--- src/sv/gba_pkg.sv ---
// ============================================================================
// gba_pkg: shared types and constants of the grid bin averager
// Mode codes, saturation limits and state encodings.
// ============================================================================
package gba_pkg;

    typedef enum logic [1:0] {
        MODE_ADD   = 2'd0,
        MODE_QUERY = 2'd1,
        MODE_CLEAR = 2'd2,
        MODE_NONE  = 2'd3
    } mode_t;

    typedef enum logic [2:0] {
        REG_X_ORIGIN  = 3'd0,
        REG_Y_ORIGIN  = 3'd1,
        REG_X_SCALE   = 3'd2,
        REG_Y_SCALE   = 3'd3,
        REG_GRID_COLS = 3'd4,
        REG_GRID_ROWS = 3'd5
    } reg_index_t;

    typedef enum logic [2:0] {
        ST_IDLE,
        ST_CLEAR,
        ST_READ,
        ST_UPDATE,
        ST_DIVIDE,
        ST_ROUND,
        ST_OUT
    } state_t;

    localparam logic signed [47:0] SUM_MAX = 48'sh7FFF_FFFF_FFFF;
    localparam logic signed [47:0] SUM_MIN = 48'sh8000_0000_0000;
    localparam int                 DIV_W   = 48;

    // result of one axis lookup
    typedef struct packed {
        logic        hit;
        logic [32:0] idx;
    } axis_t;

endpackage

--- src/sv/gba_axis.sv ---
// ============================================================================
// gba_axis: one axis of the cell lookup
// Registered multiply of the coordinate offset by the scale, then rounding
// half away from zero and a range check against the grid size in use.
// ============================================================================
module gba_axis
    import gba_pkg::*;
(
    input  logic               clk,
    input  logic               load,
    input  logic signed [31:0] coord,
    input  logic signed [31:0] origin,
    input  logic        [31:0] scale,
    input  logic        [12:0] limit,
    output axis_t              result
);

    logic signed [32:0] diff;
    logic        [32:0] mag;
    logic               neg_reg;
    logic        [64:0] prod_reg;
    logic        [32:0] rounded;

    assign diff = 33'(coord) - 33'(origin);
    assign mag  = diff[32] ? 33'(-diff) : diff;

    always_ff @(posedge clk)
    begin
        if (load)
        begin
            neg_reg  <= diff[32];
            prod_reg <= 65'(mag) * 65'(scale);
        end
    end

    assign rounded    = prod_reg[64:32] + 33'(prod_reg[31]);
    assign result.idx = rounded;
    assign result.hit = !(neg_reg && rounded != '0) && (rounded < 33'(limit));

endmodule

--- config.mk ---
export PLATFORM = sky130hd
export DESIGN_NAME = gba_axis
export DESIGN_NICKNAME = d
export VERILOG_FILES = /design/src/sv/gba_pkg.sv /design/src/sv/gba_axis.sv
export SDC_FILE = /design/constraint.sdc
export NUM_CORES = 2
export LEC_CHECK = 0
export BUFFER_PORTS_ARGS = -buffer_cell sky130_fd_sc_hd__buf_2
export CAP_MARGIN = 20
export CORE_ASPECT_RATIO = 1.25
export CORE_UTILIZATION = 50
export CTS_BUF_LIST = sky130_fd_sc_hd__clkbuf_4
export DETAILED_ROUTE_END_ITERATION = 8
export GPL_TIMING_DRIVEN = 0
export PLACE_DENSITY_LB_ADDON = 0.25
export SLEW_MARGIN = 10
export SYNTH_ARGS = -nofsm -noshare
export SYNTH_HDL_FRONTEND = slang
export SYNTH_SLANG_ARGS = --single-unit
export TNS_END_PERCENT = 50
--- constraint.sdc ---
create_clock -name clk -period 13.3 [get_ports clk]
set_input_delay 1.995 -clock clk [delete_from_list [all_inputs] [get_ports clk]]
set_output_delay 1.995 -clock clk [all_outputs]
set_load 0.02 [all_outputs]
**After elaboration in Yosys (flattened, before gate mapping)**

Cells that the tools add are included.

- Register bits after elaboration: 66
- Bits of input ports: 111
- Output and inout port bits: 34
- Logic and storage cells: 12

- Add/sub/neg operators: 3
- Multiply operators: 1
- Order comparisons: 1
- Multiplexer cells: 1
- Reductions and logical operators: 4

Operators by type and width:

| kind | count |
|---|---|
| $mul A33 B32 Y65 | 1 |
| $add A33 B1 Y33 | 1 |
| $lt A33 B13 Y1 | 1 |
| $mux W33 | 1 |
| $neg A33 Y33 | 1 |
| $reduce_bool A33 Y1 | 1 |
| $sub A32 B32 Y33 | 1 |
| $logic_and A1 B1 Y1 | 2 |
| $logic_not A1 Y1 | 1 |

**Longest topological paths before layout**

- Word-level depth: 5
- Mapped depth: 43
- Depth with buffers taken out: 41

**Worst setup path before layout**

Ideal clock, no wire load.

- Kind: input-to-reg
- Start point: input origin[12]
- End point: register prod_reg[62], data pin
- Setup time: 0.274 ns
- Arrival time: 11.743 ns
- Required time: 13.026 ns
- Slack: 1.283 ns
- Cell stages on the path: 40
- Path buffers: 4
- Cells stage by stage: inv_1 -> ha_1 -> buf_2 -> and4_1 -> buf_2 -> and2_1 -> o2111a_1 -> or3_1 -> or4b_1 -> and3_1 -> a211o_1 -> nor4_2 -> a21oi_1 -> xor2_1 -> clkbuf_1 -> and2_1 -> fa_1 -> inv_1 -> [4 not listed] -> fa_1 -> fa_1 -> fa_1 -> inv_1 -> fa_1 -> inv_1 -> ha_1 -> clkbuf_1 -> nand4_1 -> nor4_1 -> a221o_1 -> a21oi_1 -> a21oi_1 -> o21ai_0 -> and3_1 -> or3b_2 -> a211oi_1 -> a311oi_1

- Cells in the longest elaborated chain, start to end: 4

Ends and longest elaborated chain:

| item | line | text |
|---|---|---|
| start: declaration | gba_axis.sv:12 | `input logic signed [31:0] origin,` |
| $sub A32 B32 Y33 * | gba_axis.sv:24 | `assign diff = 33'(coord) - 33'(origin);` |
| $neg A33 Y33 | gba_axis.sv:25 | `assign mag = diff[32] ? 33'(-diff) : diff;` |
| $mux W33 * | gba_axis.sv:25 |  |
| $mul A33 B32 Y65 * | gba_axis.sv:32 | `prod_reg <= 65'(mag) * 65'(scale);` |
| end signal: assignment | gba_axis.sv:32 |  |
| end: declaration | gba_axis.sv:21 | `logic [64:0] prod_reg;` |

Mark *: on every way between the ends. The rest lies on a longest branch, timed or not.
A chain may end at the register's enable or synchronous reset.

**Final worst setup path**

- Start point: input coord[31]
- End point: register prod_reg[50], data pin

- Cells in the longest elaborated chain, start to end: 4

Ends and longest elaborated chain:

| item | line | text |
|---|---|---|
| start: declaration | gba_axis.sv:11 | `input logic signed [31:0] coord,` |
| $sub A32 B32 Y33 * | gba_axis.sv:24 |  |
| via diff[32] | gba_axis.sv:18 | `logic signed [32:0] diff;` |
| $neg A33 Y33 | gba_axis.sv:25 |  |
| $mux W33 * | gba_axis.sv:25 |  |
| $mul A33 B32 Y65 * | gba_axis.sv:32 |  |

Mark *: on every way through the listed nets, which the timed path passes. The rest lies on a longest branch.

==> impl_results.md <==
* CTS Buf Count at 5
* Post-Syn Nets at 5,810
* Synth cell count leaders: inv_1, fa_1, nand2_1
* Top delay family on crit path: adder cells
* Min Tclk post-route at 13.04 ns
* Syn Area/Cell at 8.72 µm²
* Detailed Route WL at 144,000 µm
* CP Class: input port to register
* Ranking of synthesized cells by area: fa_1, inv_1, ha_1
* Layout area overhead at 6.83%
* Seq/Total Area, Yosys at 2.70%
* RD Place Congestion at 1.06
* CTS Buffer Depth at 2
* Layout net count at 5,975
* Critical path's largest stage delay at 0.79 ns
* Post-synth ARST share at 0%
* Die Ht at 314 µm
* Warnings from Yosys at 0
* Synth Flop Type: edfxtp_1
* Die Width at 252 µm
* CP most frequent cell: fa_1
* Core box area at 77,200 µm²
* Post-synth EDFFs at 35
* Cell total after placement at 5,655
* I/O pin count at 145
* Seq cells post-synth at 35
* Gate Count Post-Synth at 4,465
* Remaining DRCs at 0
* Pins over their slew limit at 0
* Final hold violation count at 0
* Gr usage total at 37.1%
* First-pass GRT wire length at 209,000 µm
* Starting Density at 50.4%
* Cell row count at 114
* Max reg flops at 34
* Final ANT Viol Nets at 0
* Final setup violation count at 0
* Status: finished, final reports clean
* Share of the synthesized area in the top cell type at 47.6%
* Vias in the first global route at 33,600
* Cell variety after synth at 66
* Final Non-Filler Cells at 5,678
* Port Buf Inserts at 143
* Synthesized area at 38,900 µm²
* Tightest hold margin at 2.26 ns
* Htree depth at 2
* Critical Path Start Type: input port
* Max Cap Viol at 0
* Antenna violations before repair at 10
* Filler cell count at 7,387
* Max Clock Freq at 76.7 MHz
* Via/cell ratio at 5.64
* CTS Hold Bufs at 0
* Worst hold path type: input port to register
* Tcrit/Tclk final at 98.1%
* Post-synth top area cell: fa_1
* Most common cell in the netlist: inv_1
* Die area at 79,000 µm²
* First drt pass iteration count at 6
* Root Driver: clkbuf_4
* Worst slew margin at 12.9%
* RSZ-0062 raised after global routing: true
* DP Wirelength at 123,000 µm
* Clk sinks at 35
* Clk slew on worst S/H paths at 0.11 ns
* Share of layout cells above drive strength 1 at 6.41%
* CTS tree: built
* Crit-path max FO at 10
* Least-Margin Pin Slew at 1.31 ns
* CP max-delay cell: clkbuf_1
* Via count at 32,000
* Crit. End Element: register
* Required time worst endpoint at 13.40 ns
* Avg WL per Cell at 25.3 µm
* Total grt overflow at 0
* Pin count of the biggest net entering global routing at 36
* Worst path arrival time at 13.14 ns
* WP buf/inv at 6
* Initial DRC Count at 2,343
-- final cells by class --
type | count | area (µm²) | area share, %
inverters | 1042 | 3910 | 9.41
clock buffers | 5 | 37.5 | 0.0903
diodes | 3 | 7.51 | 0.0181
well taps | 1044 | 1310 | 3.14
multi-input cells | 3162 | 33400 | 80.3
repair buffers | 165 | 893 | 2.15
clock inverters | 3 | 38.8 | 0.0933
plain buffers | 219 | 933 | 2.24
flip-flops and latches | 35 | 1050 | 2.53
-- per-stage QoR --
| step | setup TNS [ns] | utilization (%) | worst slack (ns) | area [µm²] |
|---|---|---|---|---|
| final | 0 | 53.9 | 0.257 | 41600 |
| after detailed placement | -33.24 | 53.1 | -1.41 | 41000 |
| after global placement | -34.90 | 53.1 | -1.54 | 40900 |
| after CTS | -0.300 | 53.5 | -0.104 | 41300 |
| after floorplan | 0 | - | 1.28 | 38900 |
| after global routing | -0.0586 | 53.9 | -0.0250 | 41600 |
-- layer usage --
layer / vias to the layer above / track usage [%] / wire length [µm]
met5: - / 0 / 14
met1: 16300 / 42.0 / 49200
met4: 2 / 34.9 / 16800
li1: 13600 / - / -
met2: 1516 / 59.7 / 66500
met3: 539 / 6.10 / 10900
-- cells in the final DEF (no fill, tap or decap), types with 7 or more instances in the layout --
cell / count
xnor2_1: 57
nor4_1: 7
fa_1: 925
buf_4: 23
xor2_1: 38
o21bai_1: 15
nand2_1: 626
clkbuf_4: 9
nor3_1: 28
clkbuf_1: 144
o21ai_1: 8
nor2b_1: 38
a21o_1: 71
buf_2: 152
inv_1: 1042
nand4_1: 31
nor2_1: 78
edfxtp_1: 35
xor2_2: 9
clkbuf_2: 57
or3_1: 7
nand3_1: 38
nand2b_1: 25
and3_1: 22
xnor2_2: 11
o211ai_1: 11
o21a_1: 7
a31oi_1: 11
o21ai_0: 59
o31ai_1: 9
a211oi_1: 9
and4_1: 19
a21oi_1: 108
ha_1: 307
and2_1: 487
-- kinds of logic (layout without fill, tap and decap cells) --
kind of cell / count (synthesis) / count (layout) / synth area share [%]
adder cells (fa/ha/maj): 1234 / 1234 / 57.5
other: 0 / 3 / 0
buffers and inverters: 1268 / 1434 / 12.3
XOR/XNOR: 117 / 117 / 2.67
AO/OA/AOI/OAI: 367 / 367 / 6.07
multiplexers: 5 / 5 / 0.129
flip-flops: 35 / 35 / 2.70
AND/OR/NAND/NOR: 1439 / 1439 / 18.7
-- repair_timing --
item                                    CTS  global route
pin swaps                                 3            13
gates resized for setup                  54           121
endpoints found under the setup margin   30            25
setup buffers                             6            13
-- worst paths after layout --
| check | from | end | cells past startpoint |
|---|---|---|---|
| setup / recovery | coord[31] | prod_reg[50] | 34 |
| hold / removal | load | prod_reg[64] | 1 |
Power is left out: the tool's default activity adds up to more than one toggle a clock period on the data nets, which glitch-free logic cannot reach.
