[config.mk]
export PLATFORM = sky130hd
export DESIGN_NAME = gba_divider
export DESIGN_NICKNAME = d
export VERILOG_FILES = /design/src/sv/gba_pkg.sv /design/src/sv/gba_divider.sv
export SDC_FILE = /design/constraint.sdc
export NUM_CORES = 1
export LEC_CHECK = 0
export ABC_AREA = 1
export BUFFER_PORTS_ARGS = -buffer_cell sky130_fd_sc_hd__buf_2
export CORE_UTILIZATION = 45
export CTS_CLUSTER_SIZE = 8
export DETAILED_ROUTE_END_ITERATION = 8
export PLACE_DENSITY = 0.7
export SLEW_MARGIN = 20
export SYNTH_ARGS = -nofsm -noshare
export SYNTH_HDL_FRONTEND = slang
export SYNTH_SLANG_ARGS = --single-unit
[constraint.sdc]
create_clock -name clk -period 2.45 [get_ports clk]
set_clock_uncertainty 0.15 [all_clocks]
set_input_delay 0.245 -clock clk [delete_from_list [all_inputs] [get_ports clk]]
set_output_delay 0.245 -clock clk [all_outputs]
set_load 0.02 [all_outputs]
[src/sv/gba_pkg.sv]
// ============================================================================
// gba_pkg: shared types and constants of the grid bin averager
// Mode codes, saturation limits and state encodings.
// ============================================================================
package gba_pkg;

    typedef enum logic [1:0] {
        MODE_ADD   = 2'd0,
        MODE_QUERY = 2'd1,
        MODE_CLEAR = 2'd2,
        MODE_NONE  = 2'd3
    } mode_t;

    typedef enum logic [2:0] {
        REG_X_ORIGIN  = 3'd0,
        REG_Y_ORIGIN  = 3'd1,
        REG_X_SCALE   = 3'd2,
        REG_Y_SCALE   = 3'd3,
        REG_GRID_COLS = 3'd4,
        REG_GRID_ROWS = 3'd5
    } reg_index_t;

    typedef enum logic [2:0] {
        ST_IDLE,
        ST_CLEAR,
        ST_READ,
        ST_UPDATE,
        ST_DIVIDE,
        ST_ROUND,
        ST_OUT
    } state_t;

    localparam logic signed [47:0] SUM_MAX = 48'sh7FFF_FFFF_FFFF;
    localparam logic signed [47:0] SUM_MIN = 48'sh8000_0000_0000;
    localparam int                 DIV_W   = 48;

    // result of one axis lookup
    typedef struct packed {
        logic        hit;
        logic [32:0] idx;
    } axis_t;

endpackage

[src/sv/gba_divider.sv]
// ============================================================================
// gba_divider: restoring divider
// Unsigned 48 by 16 bit division, one quotient bit per cycle.
// ============================================================================
module gba_divider
    import gba_pkg::*;
(
    input  logic              clk,
    input  logic              rst_n,
    input  logic              start,
    input  logic [DIV_W-1:0]  dividend,
    input  logic [15:0]       divisor,
    output logic              done,
    output logic [DIV_W-1:0]  quotient
);

    logic [DIV_W-1:0] quot_reg, quot_next;
    logic [15:0]      rem_reg, rem_next;
    logic [15:0]      dsr_reg;
    logic [5:0]       cnt_reg, cnt_next;
    logic             busy_reg, busy_next;
    logic [16:0]      trial;

    always_comb
    begin
        quot_next = quot_reg;
        rem_next  = rem_reg;
        cnt_next  = cnt_reg;
        busy_next = busy_reg;
        trial     = {rem_reg, quot_reg[DIV_W-1]};
        if (start)
        begin
            quot_next = dividend;
            rem_next  = '0;
            cnt_next  = 6'(DIV_W);
            busy_next = 1'b1;
        end
        else if (busy_reg)
        begin
            if (trial >= {1'b0, dsr_reg})
            begin
                rem_next  = 16'(trial - {1'b0, dsr_reg});
                quot_next = {quot_reg[DIV_W-2:0], 1'b1};
            end
            else
            begin
                rem_next  = trial[15:0];
                quot_next = {quot_reg[DIV_W-2:0], 1'b0};
            end
            cnt_next = cnt_reg - 6'd1;
            if (cnt_reg == 6'd1)
                busy_next = 1'b0;
        end
    end

    always_ff @(posedge clk or negedge rst_n)
    begin
        if (!rst_n)
        begin
            busy_reg <= 1'b0;
            cnt_reg  <= '0;
        end
        else
        begin
            busy_reg <= busy_next;
            cnt_reg  <= cnt_next;
        end
    end

    always_ff @(posedge clk)
    begin
        quot_reg <= quot_next;
        rem_reg  <= rem_next;
        if (start)
            dsr_reg <= divisor;
    end

    assign done     = busy_reg && cnt_reg == 6'd1;
    assign quotient = quot_next;

endmodule

Word-level counts from Yosys, hierarchy flattened
Index checks and enable logic that the tools add are counted.
{"block": "totals", "in_bits": 67, "reg_bits": 87, "word_cells": 20}
{"block": "classes", "order_cmp": 1, "n_reduce_logical": 2, "eq_ne": 1, "mux": 9, "n_addsub": 2}
{"operator": "48-bit 2-to-1 mux", "n": 2}
{"operator": "17-bit by 16-bit greater-or-equal comparator with 1-bit output", "n": 1}
{"operator": "16-bit 2-to-1 mux", "n": 1}
{"operator": "16-bit subtractor", "n": 1}
{"operator": "6-bit 2-to-1 mux", "n": 2}
{"operator": "6-bit by 1-bit == test with 1-bit output (second input constant)", "n": 1}
{"operator": "6-bit by 1-bit subtractor with 6-bit output (second input constant)", "n": 1}
{"operator": "1-bit 2-to-1 mux", "n": 4}
{"operator": "2-bit nonzero test", "n": 1}
{"operator": "1-bit logical AND", "n": 1}

Logic depth before layout (Yosys ltp)
{"block": "depth", "word_depth": 4, "ltp_mapped": 16}

Worst setup path before layout
Ideal clock, no wire load.
{"block": "synth_path", "path_type": "register -> output", "start": "register dsr_reg[8]", "end": "output port quotient[0]", "path_buffers": 1, "arrival_time_ps": 1814, "path_slack_ps": 241, "stages_incl_launch_ff": 12, "required_ps": 2055, "path_cell_list": "edfxtp_1 > inv_1 > ha_1 > nand2_2 > nor2_2 > nand3_2 > nand3_2 > nand2_4 > nand2_8 > buf_12 > nor2_1 > o21ai_1"}
{"block": "synth_between", "elab_chain_cells": 4}
{"item": "start, declared", "line_no": "gba_divider.sv:19", "rtl": "logic [15:0] dsr_reg;"}
{"item": "start signal, assigned", "line_no": "gba_divider.sv:75", "rtl": "dsr_reg <= divisor;"}
{"item": "17-bit by 16-bit greater-or-equal comparator with 1-bit output", "line_no": "gba_divider.sv:40", "rtl": "if (trial >= {1'b0, dsr_reg})"}
{"item": "1-bit 2-to-1 mux", "line_no": "gba_divider.sv:40"}
{"item": "48-bit 2-to-1 mux", "line_no": "gba_divider.sv:38", "rtl": "else if (busy_reg)"}
{"item": "48-bit 2-to-1 mux", "line_no": "gba_divider.sv:31", "rtl": "if (start)"}
{"item": "end, declared", "line_no": "gba_divider.sv:14", "rtl": "output logic [DIV_W-1:0] quotient"}
Every way passes these cells.

Final worst setup path
{"block": "layout_path", "start": "register dsr_reg[3]", "end": "output port quotient[0]"}
Same word-level chain as after synthesis.

==> results.ini <==
[floorplan]
io_pins = 116
rows = 36
start_util_pct = 46.4
core_area_um2 = 9770
die_x_um = 102
dieArea_um2 = 10500
die_h_um = 102

[global_routing]
grt_pass1_vias = 4664
antenna_found_initial = 0
grt_pass1_wl_um = 21200
grt_start_max_net_pins = 62
overflow = 0
grt_usage_pct = 26.1

[drt]
ant_nets = 0
drtPass1Iterations = 5
wl_per_cell_um = 14.3
vias = 4670
drc_errors = 0
drt-initial-drc-count = 212
drt_wl_total_um = 13000
viasPerCell = 5.13

[critical_path]
cp_max_fo = 5
cp_slowest_cell = edfxtp_1
crit_required_ns = 2.06
max_stage_delay_ns = 0.37
crit_type = register to output port
cp-startpoint = dsr_reg[3]
crit_family = simple AND/OR/NAND/NOR gates
path_cells = inv_2, ha_4, nand2_1, nor2_1, nand4_1, nand2_2, nor2_4, nand2_8, nor2_2, o21ai_2, buf_4
arrival_ns = 2.06
start_kind = register
r2r-start = dsr_reg[3]
endpoint_kind = output port
critPathBufInv = 2

[timing]
finalCritPeriodShare_pct = 100
worst_slew_pin_slew_ns = 0.644
setup-tns-final_ns = -0.00249
timing.final.setup_violations = 1
fmax_mhz = 408
holdWs_ns = 0.0360
rsz0062_at_grt = true
fin_ws_ns = -0.00249
finalCriticalPeriod_ns = 2.45
relSlewSlack_pct = 57.1
drv_slew = 0
hold_viol = 0

[pwr]
leakagePower_nw = 3.23
power_density_nw_per_um2 = 913
swShare_pct = 40.9
power_frac_seq_pct = 32.0
p_total_w = 0.00591
p_int_w = 0.00350
irDropWorstVdd_mv = 0.492
comb_power_share_pct = 49.2
power_frac_clock_pct = 18.7
p_sw_w = 0.00242

[cts]
cts_buffers = 9
cts.reportedPaths.clkPinSlew_ns = 0.09
clk_latency_ns = 0.35
tritoncts = built
cts_sinks = 87
cts-root-buf = clkbuf_8
clockBufferDepth = 2
htree_levels = 3

[finish]
fill_cells = 808
post-route-util_pct = 66.3
areaGrowthSynthToFinish_pct = 42.7
post_route_cells_drive_above_1_share_pct = 28.3
diodes = 0
nNetsFinal = 858
largest_register_ffs = 48

[synthesis]
synth_ff_type = dfxtp_1
synthesis.area_um2 = 4540
synth-seq-cells = 87
yosysSeqAreaShare_pct = 42.7
yosys-top-cells-count = nand2_1, inv_1, dfxtp_1
synth-async-reset-ratio_pct = 8.05
synth_area_leader_cell = dfxtp_1
avgSynthCellArea_um2 = 7.79
yosysMostFrequentCell = nand2_1
ys_types = 35
synth_top_cell_area_share_pct = 28.2
ys_top_cells_by_area = dfxtp_1, nand2_1, edfxtp_1, o221ai_1, inv_1
yosysWarningCount = 0
synth_edf_count = 16
syn-num-nets = 669
synth_cells = 583

[status]
failed_checks = negative setup slack
status = finished with violations

[run]
max_cap_violations = 0

[placement]
dp_hpwl_um = 8850
portBuffers = 115
place_congestion = 0.966

[hold_path]
worst_hold_path_type = input port to register
min_from = dividend[25]

-- through the flow --
stage               cells  area, um2  setup slack (ns)
global placement      822       5280             0.134
CTS                   909       6450           -0.0164
global route          910       6480            -0.124
finish                910       6480          -0.00249
detailed placement    822       5280            0.0828
floorplan             583       4540             0.241
-- cell usage in the layout (no fill, tap or decap), drive strengths merged, types with 7 or more instances in the layout --
master / Yosys / layout
o221ai: 46 / 46
dlygate4sd3: 0 / 64
a21oi: 15 / 15
nor2: 37 / 37
dfxtp: 64 / 64
nand4: 13 / 13
nand3: 38 / 38
ha: 18 / 18
inv: 110 / 113
nand2: 163 / 163
buf: 7 / 135
edfxtp: 16 / 16
o21ai: 19 / 19
dfrtp: 7 / 7
clkbuf: 14 / 11
-- metal layers --
layer / global-route usage, % / share of wire [%] / routed length (um)
met1: 32.9 / 42 / 5480
met2: 44.9 / 49 / 6380
met3: 5.40 / 7.1 / 928
met4: 7.69 / 1.6 / 208
met5: 0 / 0 / 0
-- cell families after synthesis --
kind of cell / after synthesis / share of synthesized area [%]
compound gates: 86 / 13.8
xor+xnor: 5 / 0.965
fa+ha+maj: 19 / 5.40
buf+inv: 131 / 11.4
flops: 87 / 42.7
simple gates: 255 / 25.7
-- power groups by stage --
stage          Clock [W]  Sequential (W)  Combinational, W
6_report         0.00111         0.00189           0.00291
5_1_grt          0.00119         0.00193           0.00322
4_1_cts          0.00113         0.00189           0.00286
3_5_place_dp           0         0.00187           0.00237
3_3_place_gp           0         0.00186           0.00235
2_1_floorplan          0         0.00183           0.00177
-- worst min-delay path, cell delays in order --
cell	delay, ns
buf_2	0.08
nand2_1	0.05
o221ai_1	0.12
-- final timing paths --
| check | endpoint | slack, ns | depth (start not counted) |
|---|---|---|---|
| max reg2reg | rem_reg[0] | 0.19 | 14 |
| min reg2reg | rem_reg[15] | 0.35 | 2 |
| max | quotient[0] | -0.002 | 11 |
| min in group asynchronous | busy_reg | 0.09 | 2 |
| max in group asynchronous | cnt_reg[4] | 1.90 | 2 |
| min | quot_reg[25] | 0.04 | 3 |
-- layout make-up --
class / instances / area, um2 / area share (%)
sequential: 87 / 1940 / 29.9
clock buffer: 11 / 163 / 2.51
timing repair buffer: 199 / 1390 / 21.4
inverter: 110 / 415 / 6.41
multi-input combinational: 365 / 2350 / 36.3
tap: 133 / 166 / 2.57
clock inverter: 5 / 60.1 / 0.927
-- timing repair --
item                                   in CTS  in global routing
gates resized for setup                    49                  5
buffers inserted                            7                  1
setup endpoints to repair                   3                  4
endpoints found under the hold margin      70                  0
pin swaps                                  16                  2
hold buffers                               64                  0
(Power assumes the default switching activity.)
